===== config.mk =====
export PLATFORM = sky130hd
export DESIGN_NAME = i2c_bit_level_master
export DESIGN_NICKNAME = d
export VERILOG_FILES = /design/src/design/i2cbm_pkg.sv /design/src/design/i2c_bit_level_master.sv
export SDC_FILE = /design/constraint.sdc
export NUM_CORES = 1
export LEC_CHECK = 0
export BUFFER_PORTS_ARGS = -buffer_cell sky130_fd_sc_hd__buf_4
export CAP_MARGIN = 20
export CORE_UTILIZATION = 65
export DETAILED_ROUTE_END_ITERATION = 16
export PLACE_DENSITY = 0.86
export SLEW_MARGIN = 20
export SYNTH_ARGS = -nofsm -noshare
export SYNTH_HDL_FRONTEND = slang
export SYNTH_SLANG_ARGS = --single-unit

===== constraint.sdc =====
create_clock -name clk_i -period 6.4 [get_ports clk_i]
set_input_delay 1.28 -clock clk_i [delete_from_list [all_inputs] [get_ports clk_i]]
set_output_delay 1.28 -clock clk_i [all_outputs]
set_load 0.01 [all_outputs]

===== src/design/i2cbm_pkg.sv =====
// Shared constants for the tick-stepped I2C bit-level master.
package i2cbm_pkg;

  // Default width of the delay counter
  localparam int unsigned DelayCountWidth = 16;

  // Configuration register widths and indexes
  localparam int unsigned DelayTicksWidth = 16;
  localparam int unsigned AckTimeoutWidth = 8;
  localparam int unsigned CfgDataWidth    = 16;
  localparam int unsigned CfgIdxWidth     = 1;

  localparam logic [CfgIdxWidth-1:0] CfgDelayTicks = 1'd0;
  localparam logic [CfgIdxWidth-1:0] CfgAckTimeout = 1'd1;

  localparam logic [DelayTicksWidth-1:0] DelayTicksRst = 16'd100;
  localparam logic [AckTimeoutWidth-1:0] AckTimeoutRst = 8'd250;

  // Command codes
  localparam logic [2:0] FuncStart    = 3'd0;
  localparam logic [2:0] FuncStop     = 3'd1;
  localparam logic [2:0] FuncWrite    = 3'd2;
  localparam logic [2:0] FuncRead     = 3'd3;
  localparam logic [2:0] FuncWaitAck  = 3'd4;
  localparam logic [2:0] FuncSendAck  = 3'd5;
  localparam logic [2:0] FuncSendNack = 3'd6;
  localparam logic [2:0] FuncNone     = 3'd7;

  // Stream widths
  localparam int unsigned InDataWidth  = 16;
  localparam int unsigned InUserWidth  = 4;
  localparam int unsigned OutDataWidth = 16;

  // Bits per byte on the bus
  localparam logic [3:0] BitsPerByte = 4'd8;

endpackage


===== src/design/i2c_bit_level_master.sv =====
// Tick-stepped I2C master: sequencer state, pin registers and result skid buffer.
//
// Each transfer on the slave stream is one bus tick. tuser carries the command
// flag and code, tdata the write byte, the ack choice for read byte and the
// sampled SDA level. Every accepted tick yields exactly one result transfer on
// the master stream with the SCL/SDA drive levels, SDA direction, busy, done,
// the last read byte and the last wait-ack outcome.
// A tick is accepted in any cycle in which the slave tready is high, so the
// block takes one tick per clock while tready is high. Each result is registered
// in the output register, or in the skid register while an older result waits;
// this two-entry output buffer lets a tick be taken while one result still
// waits; when both are full, slave tready drops until the receiver takes a result.
// A command is taken only on a tick whose previous result showed busy low;
// commands arriving while busy, and code seven, are ignored.
// Configuration (delay ticks, ack timeout) is to be written through cfg_we_i only
// while idle, which the block does not check; a write takes effect at the next clock edge.
// Reset (rst_ni low) releases SCL and SDA high in output mode, empties the
// output buffer and loads delay ticks 100 and ack timeout 250.
module i2c_bit_level_master #(
  parameter int unsigned DELAY_COUNT_WIDTH = i2cbm_pkg::DelayCountWidth
) (
  input  logic                                  clk_i,
  input  logic                                  rst_ni,
  // configuration write port
  input  logic                                  cfg_we_i,
  input  logic [i2cbm_pkg::CfgIdxWidth-1:0]     cfg_idx_i,
  input  logic [i2cbm_pkg::CfgDataWidth-1:0]    cfg_wdata_i,
  // tick stream in
  input  logic                                  s_axis_tvalid_i,
  output logic                                  s_axis_tready_o,
  // [7:0] write_data, [8] send_ack, [9] sda_in, [15:10] zero
  input  logic [i2cbm_pkg::InDataWidth-1:0]     s_axis_tdata_i,
  // [0] cmd_valid, [3:1] func
  input  logic [i2cbm_pkg::InUserWidth-1:0]     s_axis_tuser_i,
  // result stream out
  output logic                                  m_axis_tvalid_o,
  input  logic                                  m_axis_tready_i,
  // [0] scl_level, [1] sda_level, [2] sda_output_mode, [3] busy_res, [4] done_res,
  // [12:5] read_value, [13] ack_seen, [15:14] zero
  output logic [i2cbm_pkg::OutDataWidth-1:0]    m_axis_tdata_o
);

  localparam int unsigned DcW = DELAY_COUNT_WIDTH;

  // Sequencer phase codes
  localparam logic [4:0] PhIdle = 5'd0;
  localparam logic [4:0] PhSt0  = 5'd1;
  localparam logic [4:0] PhSt1  = 5'd2;
  localparam logic [4:0] PhSt2  = 5'd3;
  localparam logic [4:0] PhSt3  = 5'd4;
  localparam logic [4:0] PhSp0  = 5'd5;
  localparam logic [4:0] PhSp1  = 5'd6;
  localparam logic [4:0] PhSp2  = 5'd7;
  localparam logic [4:0] PhWr0  = 5'd8;
  localparam logic [4:0] PhWr1  = 5'd9;
  localparam logic [4:0] PhWr2  = 5'd10;
  localparam logic [4:0] PhWr3  = 5'd11;
  localparam logic [4:0] PhRd0  = 5'd12;
  localparam logic [4:0] PhRd1  = 5'd13;
  localparam logic [4:0] PhAk0  = 5'd14;
  localparam logic [4:0] PhAk1  = 5'd15;
  localparam logic [4:0] PhAk2  = 5'd16;
  localparam logic [4:0] PhWa0  = 5'd17;
  localparam logic [4:0] PhWa1  = 5'd18;
  localparam logic [4:0] PhWa2  = 5'd19;
  localparam logic [4:0] PhWa3  = 5'd20;

  // configuration
  logic [i2cbm_pkg::DelayTicksWidth-1:0] delay_ticks_q;
  logic [i2cbm_pkg::AckTimeoutWidth-1:0] ack_timeout_q;

  // sequencer state
  logic [4:0]     phase_q, phase_d;
  logic [3:0]     bit_cnt_q, bit_cnt_d;
  logic [7:0]     shift_q, shift_d;
  logic [DcW-1:0] dly_cnt_q, dly_cnt_d;
  logic [7:0]     poll_cnt_q, poll_cnt_d;
  logic           ack_after_rd_q, ack_after_rd_d;
  logic           scl_q, scl_d;
  logic           sda_q, sda_d;
  logic           oe_q, oe_d;
  logic           ack_res_q, ack_res_d;
  logic [7:0]     rd_latch_q, rd_latch_d;
  logic           done_d;
  logic           busy_d;
  logic           run_grp;

  // input fields
  logic       in_cmd_valid;
  logic [2:0] in_func;
  logic [7:0] in_wdata;
  logic       in_send_ack;
  logic       in_sda;

  logic [31:0]    dly_ext;
  logic [DcW-1:0] dly_masked;
  logic [DcW-1:0] dly_reload;

  // output buffer
  logic                                   out_valid_q, skid_valid_q;
  logic [i2cbm_pkg::OutDataWidth-1:0]     out_q, skid_q, res_data;
  logic                                   in_xfer, out_pop;

  assign in_cmd_valid = s_axis_tuser_i[0];
  assign in_func      = s_axis_tuser_i[3:1];
  assign in_wdata     = s_axis_tdata_i[7:0];
  assign in_send_ack  = s_axis_tdata_i[8];
  assign in_sda       = s_axis_tdata_i[9];

  assign dly_ext    = 32'(delay_ticks_q);
  assign dly_masked = dly_ext[DcW-1:0];
  // a zero delay still lasts one tick
  assign dly_reload = (dly_masked == '0) ? '0 : dly_masked - DcW'(1);

  always_ff @(posedge clk_i or negedge rst_ni) begin
    if (!rst_ni) begin
      delay_ticks_q <= i2cbm_pkg::DelayTicksRst;
      ack_timeout_q <= i2cbm_pkg::AckTimeoutRst;
    end else if (cfg_we_i) begin
      if (cfg_idx_i == i2cbm_pkg::CfgDelayTicks) begin
        delay_ticks_q <= cfg_wdata_i[i2cbm_pkg::DelayTicksWidth-1:0];
      end else if (cfg_idx_i == i2cbm_pkg::CfgAckTimeout) begin
        ack_timeout_q <= cfg_wdata_i[i2cbm_pkg::AckTimeoutWidth-1:0];
      end
    end
  end

  always_comb begin
    phase_d        = phase_q;
    bit_cnt_d      = bit_cnt_q;
    shift_d        = shift_q;
    dly_cnt_d      = dly_cnt_q;
    poll_cnt_d     = poll_cnt_q;
    ack_after_rd_d = ack_after_rd_q;
    scl_d          = scl_q;
    sda_d          = sda_q;
    oe_d           = oe_q;
    ack_res_d      = ack_res_q;
    rd_latch_d     = rd_latch_q;
    done_d         = 1'b0;
    run_grp        = 1'b0;

    if (phase_q == PhIdle) begin
      if (in_cmd_valid && (in_func != i2cbm_pkg::FuncNone)) begin
        bit_cnt_d  = '0;
        poll_cnt_d = '0;
        dly_cnt_d  = '0;
        run_grp    = 1'b1;
        case (in_func)
          i2cbm_pkg::FuncStart:   phase_d = PhSt0;
          i2cbm_pkg::FuncStop:    phase_d = PhSp0;
          i2cbm_pkg::FuncWrite: begin
            shift_d = in_wdata;
            phase_d = PhWr0;
          end
          i2cbm_pkg::FuncRead: begin
            shift_d        = '0;
            ack_after_rd_d = in_send_ack;
            phase_d        = PhRd0;
          end
          i2cbm_pkg::FuncWaitAck: phase_d = PhWa0;
          i2cbm_pkg::FuncSendAck: begin
            ack_after_rd_d = 1'b1;
            phase_d        = PhAk0;
          end
          default: begin
            ack_after_rd_d = 1'b0;
            phase_d        = PhAk0;
          end
        endcase
      end
    end else if (dly_cnt_q != '0) begin
      dly_cnt_d = dly_cnt_q - DcW'(1);
    end else begin
      run_grp = 1'b1;
    end

    if (run_grp) begin
      case (phase_d)
        PhSt0: begin
          oe_d = 1'b1; sda_d = 1'b1; scl_d = 1'b1;
          dly_cnt_d = dly_reload; phase_d = PhSt1;
        end
        PhSt1: begin sda_d = 1'b0; dly_cnt_d = dly_reload; phase_d = PhSt2; end
        PhSt2: begin scl_d = 1'b0; dly_cnt_d = dly_reload; phase_d = PhSt3; end
        PhSp0: begin
          oe_d = 1'b1; sda_d = 1'b0; scl_d = 1'b1;
          dly_cnt_d = dly_reload; phase_d = PhSp1;
        end
        PhSp1: begin sda_d = 1'b1; dly_cnt_d = dly_reload; phase_d = PhSp2; end
        PhWr0: begin
          if (bit_cnt_d == '0) begin
            oe_d  = 1'b1;
            scl_d = 1'b0;
          end
          sda_d     = shift_d[7];
          shift_d   = {shift_d[6:0], 1'b0};
          dly_cnt_d = dly_reload;
          phase_d   = PhWr1;
        end
        PhWr1: begin scl_d = 1'b1; dly_cnt_d = dly_reload; phase_d = PhWr2; end
        PhWr2: begin
          scl_d     = 1'b0;
          bit_cnt_d = bit_cnt_d + 4'd1;
          dly_cnt_d = dly_reload;
          phase_d   = (bit_cnt_d >= i2cbm_pkg::BitsPerByte) ? PhWr3 : PhWr0;
        end
        PhRd0: begin
          if (bit_cnt_d == '0) oe_d = 1'b0;
          scl_d     = 1'b0;
          dly_cnt_d = dly_reload;
          phase_d   = PhRd1;
        end
        PhRd1: begin
          scl_d     = 1'b1;
          shift_d   = {shift_d[6:0], in_sda};
          bit_cnt_d = bit_cnt_d + 4'd1;
          dly_cnt_d = dly_reload;
          if (bit_cnt_d >= i2cbm_pkg::BitsPerByte) begin
            rd_latch_d = shift_d;
            phase_d    = PhAk0;
          end else begin
            phase_d = PhRd0;
          end
        end
        PhAk0: begin
          scl_d = 1'b0; oe_d = 1'b1; sda_d = ~ack_after_rd_d;
          dly_cnt_d = dly_reload; phase_d = PhAk1;
        end
        PhAk1: begin scl_d = 1'b1; dly_cnt_d = dly_reload; phase_d = PhAk2; end
        PhAk2: begin
          scl_d = 1'b0; sda_d = 1'b1;
          done_d = 1'b1; phase_d = PhIdle;
        end
        PhWa0: begin
          oe_d = 1'b0; sda_d = 1'b1;
          dly_cnt_d = dly_reload; phase_d = PhWa1;
        end
        PhWa1: begin scl_d = 1'b1; dly_cnt_d = dly_reload; phase_d = PhWa2; end
        PhWa2: begin
          if (!in_sda) begin
            ack_res_d = 1'b1;
            scl_d     = 1'b0;
            dly_cnt_d = dly_reload;
            phase_d   = PhWa3;
          end else if (poll_cnt_d >= ack_timeout_q) begin
            // timed out: drive the stop condition from this tick
            ack_res_d = 1'b0;
            oe_d = 1'b1; sda_d = 1'b0; scl_d = 1'b1;
            dly_cnt_d = dly_reload;
            phase_d   = PhSp1;
          end else begin
            poll_cnt_d = poll_cnt_d + 8'd1;
          end
        end
        PhSt3, PhSp2, PhWr3, PhWa3: begin
          done_d  = 1'b1;
          phase_d = PhIdle;
        end
        default: phase_d = PhIdle;
      endcase
    end

    busy_d = (phase_d != PhIdle);
  end

  assign res_data = {2'b00, ack_res_d, rd_latch_d, done_d, busy_d, oe_d, sda_d, scl_d};

  assign s_axis_tready_o = ~skid_valid_q;
  assign in_xfer         = s_axis_tvalid_i & ~skid_valid_q;
  assign out_pop         = out_valid_q & m_axis_tready_i;

  always_ff @(posedge clk_i or negedge rst_ni) begin
    if (!rst_ni) begin
      phase_q        <= PhIdle;
      bit_cnt_q      <= '0;
      shift_q        <= '0;
      dly_cnt_q      <= '0;
      poll_cnt_q     <= '0;
      ack_after_rd_q <= 1'b0;
      scl_q          <= 1'b1;
      sda_q          <= 1'b1;
      oe_q           <= 1'b1;
      ack_res_q      <= 1'b0;
      rd_latch_q     <= '0;
    end else if (in_xfer) begin
      phase_q        <= phase_d;
      bit_cnt_q      <= bit_cnt_d;
      shift_q        <= shift_d;
      dly_cnt_q      <= dly_cnt_d;
      poll_cnt_q     <= poll_cnt_d;
      ack_after_rd_q <= ack_after_rd_d;
      scl_q          <= scl_d;
      sda_q          <= sda_d;
      oe_q           <= oe_d;
      ack_res_q      <= ack_res_d;
      rd_latch_q     <= rd_latch_d;
    end
  end

  // output register plus skid register
  always_ff @(posedge clk_i or negedge rst_ni) begin
    if (!rst_ni) begin
      out_valid_q  <= 1'b0;
      skid_valid_q <= 1'b0;
    end else if (skid_valid_q) begin
      if (out_pop) skid_valid_q <= 1'b0;
    end else if (in_xfer) begin
      if (out_valid_q && !out_pop) begin
        skid_valid_q <= 1'b1;
      end else begin
        out_valid_q <= 1'b1;
      end
    end else if (out_pop) begin
      out_valid_q <= 1'b0;
    end
  end

  always_ff @(posedge clk_i) begin
    if (skid_valid_q) begin
      if (out_pop) out_q <= skid_q;
    end else if (in_xfer) begin
      if (out_valid_q && !out_pop) begin
        skid_q <= res_data;
      end else begin
        out_q <= res_data;
      end
    end
  end

  assign m_axis_tvalid_o = out_valid_q;
  assign m_axis_tdata_o  = out_q;

endmodule


==> key figures <==
Critical path
  – Kind of critical path: primary input to register
  – Origin of the worst setup path: s_axis_tuser_i[2]
  – CP Launch Type: primary input
  – Setup crit end kind: register
  – WP data required: about 6.5 ns
  – CP Max Fanout: 13
  – RR Endpoint: m_axis_tdata_o[3]$_DFFE_PP_
  – R2R Setup Slk: approximately 1.4 ns
  – R2R depth: 11
  – Critical path destination: m_axis_tdata_o[3]$_DFFE_PP_
  – Worst reg2reg path startpoint: phase_q[1]$_DFFE_PN0P_
  – Data arrival, critical path: ~5.2 ns

Timing
  – Worst Tran Pin Value: 1.10 ns
  – Worst Clk Skew: 0.0155 ns
  – RSZ-0062 raised after global routing: no
  – Final Critical Period: ~5.1 ns
  – Final slew viol count: 0
  – Setup tns final: 0 ns
  – Min Hold Slack: a little under 0.5 ns
  – Worst slew margin: 0.258
  – Achievable Freq: just under 0.2 GHz
  – Final setup violating endpoints: 0
  – Fin crit share: 0.791
  – Final Hold Vio Count: 0

Global route
  – Largest net degree at the start of global routing: approximately 80
  – Initial antenna violation count: 0
  – Total track usage: 0.327
  – Total grt overflow: 0
  – First-pass GRT wire length: between 20 and 30 mm
  – Via count of the first global-routing pass: 5411

Yosys
  – Ys flop type: dfrtp_1
  – EDFF count, synth: 28
  – Fraction of registers with async set or reset after synthesis: 0.741
  – Warnings from Yosys: 0
  – Number of synthesized register bits: 108
  – Syn Inst Count: 667
  – Synth cell types: 83
  – Register area share after synthesis: 0.446
  – Syn Area/Cell: slightly below 10 um^2
  – Synthesized area: approximately 6400 um^2

Die
  – Chip Width: approximately 100 um
  – # IOs: 60
  – Die Y: slightly above 100 um
  – Starting density of the core: 0.681
  – Row cnt: 35
  – Total die area: ~10000 um^2
  – Core area: 9420 um^2

Detailed routing
  – Antenna Violating Nets Remaining: 0
  – Initial drt markers: between 300 and 400
  – # DRC: 0
  – WL final: between 15 and 20 mm
  – Avg WL per Cell: around 19 um
  – Vias per inst: approximately 6.4
  – Via count: 5375
  – DRT Pass-1 Iters: 6

CTS
  – Post-cts sizing count: 0
  – CTS Hold Buffers Added: 0
  – Cts bufs inserted: 9
  – Root Driver: clkbuf_8
  – Worst-case clock buffer depth: 2
  – CTS H-tree lvls: 3
  – CTS clk-pin slew, worst paths: ~0.10 ns
  – Post-CTS Setup Repair Bufs: 0
  – Clock Sinks: between 100 and 150
  – CTS tree: built
  – Worst-Skew Late Latency: between 0.3 and 0.4 ns

Place
  – Placed instance area: 6860 um^2
  – DP HPWL: roughly 11 mm
  – IO buf count: between 50 and 60
  – GPL Wtd Cong: 0.936

Run
  – Max-Cap Viols: 0

Finish
  – Final Net Count: 758
  – Fillers: 648
  – Layout cell share with drive strength beyond 1: 0.195
  – Final instance area: 7040 um^2
  – N_diodes: 0
  – Area grow syn2layout: 9.80%

Run status
  – Status: finished clean

Pwr
  – P_leak: ~3.0 nW
  – Max IR drop VDD: approximately 0.25 mV
  – Pwr dens: 362 nW/um^2

Min path
  – Hold Path Class: register to register
synth_stat cells, drive strengths merged (3+ instances only):
| cell type | number | area (um^2) |
|---|---|---|
| a211oi | 5 | 50.1 |
| a21o | 4 | 30.0 |
| a21oi | 27 | 139 |
| a22o | 4 | 35.0 |
| a22oi | 3 | 22.5 |
| a31oi | 10 | 68.8 |
| a41oi | 4 | 35.0 |
| and2 | 13 | 81.3 |
| and3 | 8 | 50.1 |
| buf | 9 | 56.3 |
| clkbuf | 25 | 93.8 |
| dfrtp | 68 | 1700 |
| dfstp | 12 | 315 |
| edfxtp | 28 | 841 |
| ha | 14 | 175 |
| inv | 25 | 93.8 |
| mux2 | 29 | 330 |
| mux2i | 16 | 160 |
| nand2 | 93 | 352 |
| nand2b | 9 | 56.3 |
| nand3 | 14 | 82.6 |
| nand3b | 10 | 75.1 |
| nand4 | 7 | 43.8 |
| nor2 | 39 | 154 |
| nor2b | 5 | 31.3 |
| nor3 | 16 | 85.1 |
| nor4 | 10 | 68.8 |
| o2111ai | 3 | 26.3 |
| o211ai | 13 | 103 |
| o21ai | 59 | 299 |
| o221ai | 7 | 73.8 |
| o311ai | 3 | 26.3 |
| o31ai | 7 | 66.3 |
| or2 | 5 | 31.3 |
| or3 | 4 | 30.0 |
| or4 | 5 | 41.3 |
| xnor2 | 15 | 131 |
| xor2 | 9 | 78.8 |
power by group:
part / total [mW] / internal (mW) / switching [mW]
Sequential: 1.07 / 0.898 / 0.172
Clock: 0.397 / 0.147 / 0.250
Combinational: 1.08 / 0.407 / 0.673
Total: 2.55 / 1.45 / 1.09
worst max-delay path: stages:
cell and delay (ns):
buf_4 0.16, and3_1 0.22, nand4b_1 0.38, and2_1 0.33
ha_1 0.30, o211a_1 0.15, a211oi_1 0.05, o31ai_1 0.92
nand2b_1 0.30, o2111ai_1 0.17, o311ai_0 0.65, a41oi_1 0.23
state kept, by name, summed over array words and instances, names as in the netlist, 5 cells and up:
register        count
ack_timeout_q       8
delay_ticks_q      16
dly_cnt_q          16
m_axis_tdata_o     14
phase_q             5
poll_cnt_q          8
rd_latch_q          8
shift_q             8
skid_q             14
metrics by stage:
stage	util	total power [mW]	cells	setup WS [ns]
floorplan	-	1.80	668	1.90
global placement	0.728	2.10	820	1.24
detailed placement	0.728	2.13	820	1.15
CTS	0.747	2.53	836	1.53
global route	0.748	2.70	836	1.18
finish	0.748	2.55	836	1.33
cell families after synthesis:
kind of cell	share of synthesized area
and+or+nand+nor	0.199
AOI/OAI and AO/OA	0.180
DFF	0.446
buffers and inverters	0.0386
muxes	0.0765
xor gates and xnor gates	0.0328
adders and majority gates	0.0273
other	0.000585
cells in the final DEF, fill, tap and decap left out, drive strengths merged, types with 8 or more instances in the layout:
cell type	synthesis	layout
a21oi	27	27
a31oi	10	10
and2	13	13
and3	8	8
buf	9	57
clkbuf	25	9
dfrtp	68	68
dfstp	12	12
edfxtp	28	28
ha	14	14
inv	25	28
mux2	29	29
mux2i	16	16
nand2	93	93
nand2b	9	9
nand3	14	14
nand3b	10	10
nor2	39	39
nor3	16	16
nor4	10	10
o211ai	13	13
o21ai	59	59
xnor2	15	15
xor2	9	9
worst min-delay path by stage:
stage | cells past startpoint | startpoint | to
floorplan | 2 | shift_q[7]$_DFFE_PN0P_ | shift_q[7]$_DFFE_PN0P_
global placement | 2 | shift_q[7]$_DFFE_PN0P_ | shift_q[7]$_DFFE_PN0P_
detailed placement | 2 | shift_q[1]$_DFFE_PN0P_ | shift_q[1]$_DFFE_PN0P_
CTS | 2 | shift_q[1]$_DFFE_PN0P_ | shift_q[1]$_DFFE_PN0P_
global route | 2 | oe_q$_DFFE_PN1P_ | oe_q$_DFFE_PN1P_
finish | 2 | shift_q[7]$_DFFE_PN0P_ | shift_q[7]$_DFFE_PN0P_
area by class of cell:
type | count | area (um^2) | area share
clock inverter | 7 | 57.6 | 0.00817
clock buffer | 9 | 124 | 0.0176
multi-input combinational | 500 | 3310 | 0.470
tap | 129 | 161 | 0.0229
inverter | 26 | 97.6 | 0.0139
timing repair buffer | 57 | 432 | 0.0613
sequential | 108 | 2860 | 0.406
layer usage:
layer | share of wire | GRT usage | up-vias
met5 | 0 | 0 | -
met4 | 0.022 | 0.126 | 0
met3 | 0.066 | 0.0607 | 42
met2 | 0.52 | 0.580 | 266
met1 | 0.40 | 0.395 | 2568
li1 | - | - | 2499
(Power assumes the default switching activity.)
